**config.mk**
```make
export PLATFORM = sky130hd
export DESIGN_NAME = sorted_table_insert_remove_unit
export DESIGN_NICKNAME = d
export VERILOG_FILES = /design/src/hdl/stir_pkg.sv /design/src/hdl/stir_cell.sv /design/src/hdl/sorted_table_insert_remove_unit.sv
export SDC_FILE = /design/constraint.sdc
export NUM_CORES = 2
export LEC_CHECK = 0
export BUFFER_PORTS_ARGS = -buffer_cell sky130_fd_sc_hd__clkbuf_2
export CORE_MARGIN = 10
export CORE_UTILIZATION = 57
export CTS_CLUSTER_DIAMETER = 200
export CTS_CLUSTER_SIZE = 12
export DETAILED_ROUTE_END_ITERATION = 8
export PLACE_DENSITY_LB_ADDON = 0.25
export SLEW_MARGIN = 20
export SYNTH_ARGS = -nofsm -noshare
export SYNTH_HDL_FRONTEND = slang
export SYNTH_SLANG_ARGS = --single-unit
```
**constraint.sdc**
```tcl
create_clock -name clk -period 8.5 [get_ports clk]
set_clock_uncertainty 0.15 [all_clocks]
set_input_delay 0.425 -clock clk [delete_from_list [all_inputs] [get_ports clk]]
set_output_delay 0.425 -clock clk [all_outputs]
set_load 0.05 [all_outputs]
```
**src/hdl/stir_pkg.sv**
```systemverilog
// stir_pkg: types and codes shared by the sorted table unit, its cells and its checker
// no dependencies

package stir_pkg;

  localparam int VALUE_W  = 32;
  localparam int STATUS_W = 2;
  localparam int POS_W    = 4;
  localparam int COUNT_W  = 5;

  typedef logic signed [VALUE_W-1:0] value_t;

  localparam logic ACT_INSERT = 1'b0;
  localparam logic ACT_REMOVE = 1'b1;

  localparam logic [STATUS_W-1:0] ST_DONE      = 2'd0;
  localparam logic [STATUS_W-1:0] ST_FULL      = 2'd1;
  localparam logic [STATUS_W-1:0] ST_EMPTY     = 2'd2;
  localparam logic [STATUS_W-1:0] ST_NOT_FOUND = 2'd3;

  typedef struct packed {
    logic   action;
    value_t value;
  } cmd_t;

  typedef struct packed {
    logic [STATUS_W-1:0] status;
    logic                has_element;
    value_t              element;
    logic [POS_W-1:0]    position;
    logic [COUNT_W-1:0]  count;
    logic                last;
  } res_t;

  typedef enum logic [1:0] {
    CELL_HOLD,
    CELL_INSERT,
    CELL_REMOVE,
    CELL_ROTATE
  } cell_mode_t;

  typedef struct packed {
    cell_mode_t mode;
    logic       found;
  } cell_ctl_t;

endpackage

```
**src/hdl/stir_cell.sv**
```systemverilog
// stir_cell: one slot of the sorted table, shifts with its neighbors on insert,
// remove and readout rotation
// depends on stir_pkg

module stir_cell (
  input  logic                clk,
  input  stir_pkg::cell_ctl_t ctl,
  input  stir_pkg::value_t    key,
  input  logic                occ,
  input  logic                occ_right,
  input  logic                left_gt,
  input  stir_pkg::value_t    left_value,
  input  stir_pkg::value_t    right_value,
  input  stir_pkg::value_t    head_value,
  output stir_pkg::value_t    value,
  output logic                gt,
  output logic                match
);
  import stir_pkg::*;

  value_t value_next;

  assign gt    = !occ || (value > key);
  assign match = occ && (value == key);

  always_comb begin
    value_next = value;
    case (ctl.mode)
      CELL_INSERT: begin
        if (gt) begin
          value_next = left_gt ? left_value : key;
        end
      end
      CELL_REMOVE: begin
        if (ctl.found && occ && (value >= key)) begin
          value_next = right_value;
        end
      end
      CELL_ROTATE: begin
        if (occ) begin
          value_next = occ_right ? right_value : head_value;
        end
      end
      default: begin
        value_next = value;
      end
    endcase
  end

  always_ff @(posedge clk) begin
    value <= value_next;
  end

endmodule

```
**src/hdl/sorted_table_insert_remove_unit.sv**
```systemverilog
// sorted_table_insert_remove_unit: bounded ascending table of signed values
// built as a row of stir_cell slots; depends on stir_pkg and stir_cell
//
// Usage:
//   cmd channel (cmd_valid / cmd_stall / cmd): one request inserts or removes
//   a value. An insert lands after any equal entries; a remove deletes one
//   equal entry and closes the gap.
//   res channel (res_valid / res_stall / res): after each request the whole
//   table is read out in ascending order, one result per entry, with status,
//   position, count and last. An empty table gives one result with no element.
//   Latency: the first result is valid the cycle after the request is taken.
//   A new request waits until the readout of the previous one is done, which
//   rotates the occupied cells by one slot per result taken.
//   cmd_stall is high while results are pending. When the receiver stalls,
//   the cells hold and the result stays unchanged.
//   Reset empties the table; entries above the count are never read.

module sorted_table_insert_remove_unit #(
  parameter int DEPTH = 16
) (
  input  logic           clk,
  input  logic           rst,
  input  logic           cmd_valid,
  output logic           cmd_stall,
  input  stir_pkg::cmd_t cmd,
  output logic           res_valid,
  input  logic           res_stall,
  output stir_pkg::res_t res
);
  import stir_pkg::*;

  localparam int CW = $clog2(DEPTH + 1);
  localparam int PW = $clog2(DEPTH);

  typedef enum logic [1:0] {
    S_IDLE = 2'b01,
    S_EMIT = 2'b10
  } state_t;

  state_t          state;
  logic [CW-1:0]   count;
  logic [CW-1:0]   count_next;
  logic [PW-1:0]   pos;
  logic [STATUS_W-1:0] status;
  logic [STATUS_W-1:0] status_next;

  cell_ctl_t       ctl;
  value_t          cell_value [DEPTH];
  logic [DEPTH-1:0] cell_gt;
  logic [DEPTH-1:0] cell_match;
  logic [DEPTH-1:0] occ;

  logic cmd_accept;
  logic res_accept;
  logic full;
  logic empty;
  logic found;
  logic last;

  assign cmd_stall  = (state != S_IDLE);
  assign res_valid  = (state == S_EMIT);
  assign cmd_accept = cmd_valid && !cmd_stall;
  assign res_accept = res_valid && !res_stall;
  assign full       = (count == CW'(DEPTH));
  assign empty      = (count == '0);
  assign found      = |cell_match;
  assign last       = empty || ((CW'(pos) + CW'(1)) == count);

  always_comb begin
    ctl.mode    = CELL_HOLD;
    ctl.found   = found;
    count_next  = count;
    status_next = status;
    if (cmd_accept) begin
      status_next = ST_DONE;
      case (cmd.action)
        ACT_INSERT: begin
          if (full) begin
            status_next = ST_FULL;
          end else begin
            ctl.mode   = CELL_INSERT;
            count_next = count + CW'(1);
          end
        end
        ACT_REMOVE: begin
          if (empty) begin
            status_next = ST_EMPTY;
          end else if (!found) begin
            status_next = ST_NOT_FOUND;
          end else begin
            ctl.mode   = CELL_REMOVE;
            count_next = count - CW'(1);
          end
        end
        default: begin
          status_next = ST_DONE;
        end
      endcase
    end else if (res_accept && !empty) begin
      ctl.mode = CELL_ROTATE;
    end
  end

  genvar i;
  generate
    for (i = 0; i < DEPTH; i++) begin : g_cell
      logic   left_gt;
      value_t left_value;
      value_t right_value;
      logic   occ_right;

      assign occ[i] = (CW'(i) < count);

      if (i == 0) begin : g_head
        assign left_gt    = 1'b0;
        assign left_value = cell_value[0];
      end else begin : g_body
        assign left_gt    = cell_gt[i-1];
        assign left_value = cell_value[i-1];
      end

      if (i == DEPTH - 1) begin : g_tail
        assign right_value = cell_value[i];
        assign occ_right   = 1'b0;
      end else begin : g_inner
        assign right_value = cell_value[i+1];
        assign occ_right   = occ[i+1];
      end

      stir_cell u_cell (
        .clk         (clk),
        .ctl         (ctl),
        .key         (cmd.value),
        .occ         (occ[i]),
        .occ_right   (occ_right),
        .left_gt     (left_gt),
        .left_value  (left_value),
        .right_value (right_value),
        .head_value  (cell_value[0]),
        .value       (cell_value[i]),
        .gt          (cell_gt[i]),
        .match       (cell_match[i])
      );
    end
  endgenerate

  always_ff @(posedge clk) begin
    if (rst) begin
      state <= S_IDLE;
      count <= '0;
    end else begin
      count <= count_next;
      case (state)
        S_IDLE: begin
          if (cmd_accept) begin
            state <= S_EMIT;
          end
        end
        S_EMIT: begin
          if (res_accept && last) begin
            state <= S_IDLE;
          end
        end
        default: begin
          state <= S_IDLE;
        end
      endcase
    end
  end

  always_ff @(posedge clk) begin
    status <= status_next;
    if (cmd_accept) begin
      pos <= '0;
    end else if (res_accept) begin
      pos <= pos + PW'(1);
    end
  end

  always_comb begin
    res.status      = status;
    res.has_element = !empty;
    res.element     = empty ? value_t'(0) : cell_value[0];
    res.position    = empty ? '0 : POS_W'(pos);
    res.count       = COUNT_W'(count);
    res.last        = last;
  end

endmodule

```
==> flow_summary.ini <==
[clock_tree]
cts-htree-levels = 2
clock-root-buffer = clkbuf_16
cts.path.max_buffers = 3
cts.repair.resized = 0
cts.clk_slew.worst_paths_ps = 70
numCtsBuffers = 49
clock_latency_ps = 640
cts_tree = built
cts_sinks = 525

[synth]
synth_ff_type = edfxtp_1
synth.avg_cell_area_um2 = 9.81
synth_seq_cells = 525
ys_seq_area_frac = 0.377
synth-edff-count = 514
async_reset_ff_frac = 0
yosys_warnings = 0
synth_top_area_frac = 0.371
synth_nets = 4794
yosysUniqueCellTypes = 78
synth_area_leaders = edfxtp_1 37%, ha_1 16%, mux2i_1 10%
synth_largest_area_cell = edfxtp_1
syn_area_um2 = 41600
synth_cells = 4240

[critical_path]
worstPathArrival_ps = 6330
crit_top_cell = buf_4
crit_type = in2reg
cp_num_cells = 14
crit_family = simple AND/OR/NAND/NOR gates
r2r.worst_path.cells = 12
cp-endpoint = g_cell[13].u_cell.value[16]$_DFFE_PP_
slowest_stage = nor4b_1
slowest_delay_ps = 830
path_cells = clkbuf_2 -> inv_1 -> ha_1 -> nand4_1 -> nor4b_1 -> nand3_1 -> o2111ai_1 -> nor4_2 -> buf_4 -> nor3_4 -> or2_2 -> o21ai_0 -> a31oi_4 -> buf_4
worstReg2RegStart = g_cell[1].u_cell.value[19]$_DFFE_PP_
cp-start-kind = input pin
crit_buf_inv = 4
crit_fanout = 17
endpoint_kind = flip-flop
r2r_setup_slack_ps = 2590
r2r-end = g_cell[13].u_cell.value[16]$_DFFE_PP_
cp.required_ps = 8630
worstSetupStartpoint = cmd[27]

[final_layout]
drive_above_1_share = 0.0794
instances_no_fill = 5172
fin_util = 0.625
syn_to_final_growth_pct = 7.96
fillCellCount = 5973
nets = 4766

[detailed_routing]
viasPerCell = 7.39
drtAntennaViolNets = 0
drc = 0
drt_iter0_drc = 6610
wl_per_cell_um = 33.9
via_count = 38246
wl_um = 175000
drt-pass1-iter-count = 7

[sta]
max_slew_margin = 0.171
finalCritPeriodShare = 0.729
fin_hold_ws_ps = 65.3
slew_viol_final = 0
rsz0062_at_grt = no
max_freq_mhz = 161
setup_viol = 0
finalHoldViolCount = 0
finalWorstSetupSlack_ps = 2300
min_period_ps = 6200
tightestPinTransition_ps = 1230

[floorplan]
core-area_um2 = 71900
start_util = 0.579
die_h_um = 290
rows = 98
ioPinCount = 84
floorplan.die_area_um2 = 84100
fp.dieW_um = 290

[pwr]
total_power_mw = 6.68
p_leak_nw = 18.9
vdd_drop_max_mv = 0.184
p_per_area_nw_per_um2 = 149

[hold_path]
min_path_type = in2reg

[global_routing]
grt_use_total = 0.394
antenna_found_initial = 4
grt_first_pass_wirelength_um = 250000
grt_overflow_total = 0
first_global_vias = 36090
grt_max_degree = 170

[place]
dpl.hpwl_um = 118000
numPortBuffers = 83
routabilityCongestion = 1.08
dp_cells = 5107
pre_cts_ws_ps = 1970

[run]
maxCapViolations = 0

[run_status]
status = finished clean
[stage by stage]
step	setup TNS, ps	area [um^2]
2_1_floorplan	-25190	41600
6_report	0	44900
3_5_place_dp	0	43500
3_3_place_gp	0	43500
4_1_cts	0	44800
5_1_grt	0	44900
[cells in the mapped netlist (all sizes together) (6+ instances only)]
master,n
and2,41
o31ai,6
xor2,6
and4,7
a221oi,12
edfxtp,514
nand3,42
clkbuf,190
a21oi,270
nand2b,18
o211ai,26
a211oi,21
a31oi,8
mux2i,425
o21ai,275
buf,97
o221ai,284
nand2,452
a221o,33
nand4,128
inv,344
dfxtp,11
a21o,70
nor4,20
nor3,26
a21boi,7
nor2b,57
ha,517
nor2,109
a22oi,129
o21a,13
[flip-flops by register name, summed over array words and instances, names as in the netlist]
name,count
count,5
g_cell.u_cell.value,512
pos,4
state,2
status,2
[logic make-up (layout without fill, tap and decap cells)]
| family | count (synthesis) | after routing | synth area share |
|---|---|---|---|
| compound gates | 1206 | 1206 | 0.198 |
| xor+xnor | 11 | 11 | 0.00232 |
| other cells | 0 | 1 | 0 |
| fa+ha+maj | 517 | 517 | 0.156 |
| simple gates | 922 | 922 | 0.105 |
| flops | 525 | 525 | 0.377 |
| mux | 428 | 428 | 0.103 |
| buf+inv | 631 | 612 | 0.0600 |
[metal layers]
metal / global-route usage / share of wire / vias to the layer above
met5: 0 / 0.00047 / -
met4: 0.240 / 0.071 / 8
met3: 0.147 / 0.17 / 674
met2: 0.543 / 0.40 / 3403
met1: 0.517 / 0.36 / 18012
li1: - / - / 16149
[worst reg2reg max path: cells and delay by family (launching register included)]
kind            cells  cell delay [ps]
compound gates      3             1390
fa+ha+maj           1              370
simple gates        6             2420
buf+inv             2              710
flops               1              510
[layout by cell type, fill, tap and decap left out, drive strengths merged, types with 129 or more instances in the layout]
master	netlist	final
inv	344	344
mux2i	425	425
ha	517	517
a21oi	270	270
o21ai	275	275
o221ai	284	284
nand2	452	452
edfxtp	514	514
a22oi	129	129
clkbuf	190	141
[power by group]
group	switching, mW	internal [mW]
registers	0.143	3.02
clock network	1.06	1.05
logic	0.947	0.456
total	2.15	4.53
[worst min-delay path by stage]
stage                           from               endpoint  cells after the start
5_1_grt                    res_stall  state[1]$_SDFFE_PP0P_                      4
3_5_place_dp     pos[1]$_SDFFE_PP0P_    pos[1]$_SDFFE_PP0P_                      2
6_report                   res_stall  state[1]$_SDFFE_PP0P_                      4
3_3_place_gp   state[0]$_SDFFE_PP1P_  state[1]$_SDFFE_PP0P_                      3
2_1_floorplan                    rst  count[1]$_SDFFE_PP0P_                      1
4_1_cts                    res_stall  state[1]$_SDFFE_PP0P_                      4
[final cells by class]
type / count / area (um^2) / area share
Antenna cell: 1 / 2.50 / 0.0000558
Clock buffer: 58 / 1280 / 0.0285
Clock inverter: 2 / 21.3 / 0.000474
Inverter: 344 / 1290 / 0.0288
Multi-Input combinational cell: 3084 / 24000 / 0.534
Sequential cell: 525 / 15700 / 0.349
Tap cell: 950 / 1190 / 0.0265
Timing Repair Buffer: 208 / 1470 / 0.0327
[what timing repair did]
action                    4_1_cts  5_1_grt
hold endpoints to repair        7        0
hold buffers                    1        0
setup buffers                   0        0
(Power assumes the default switching activity.)
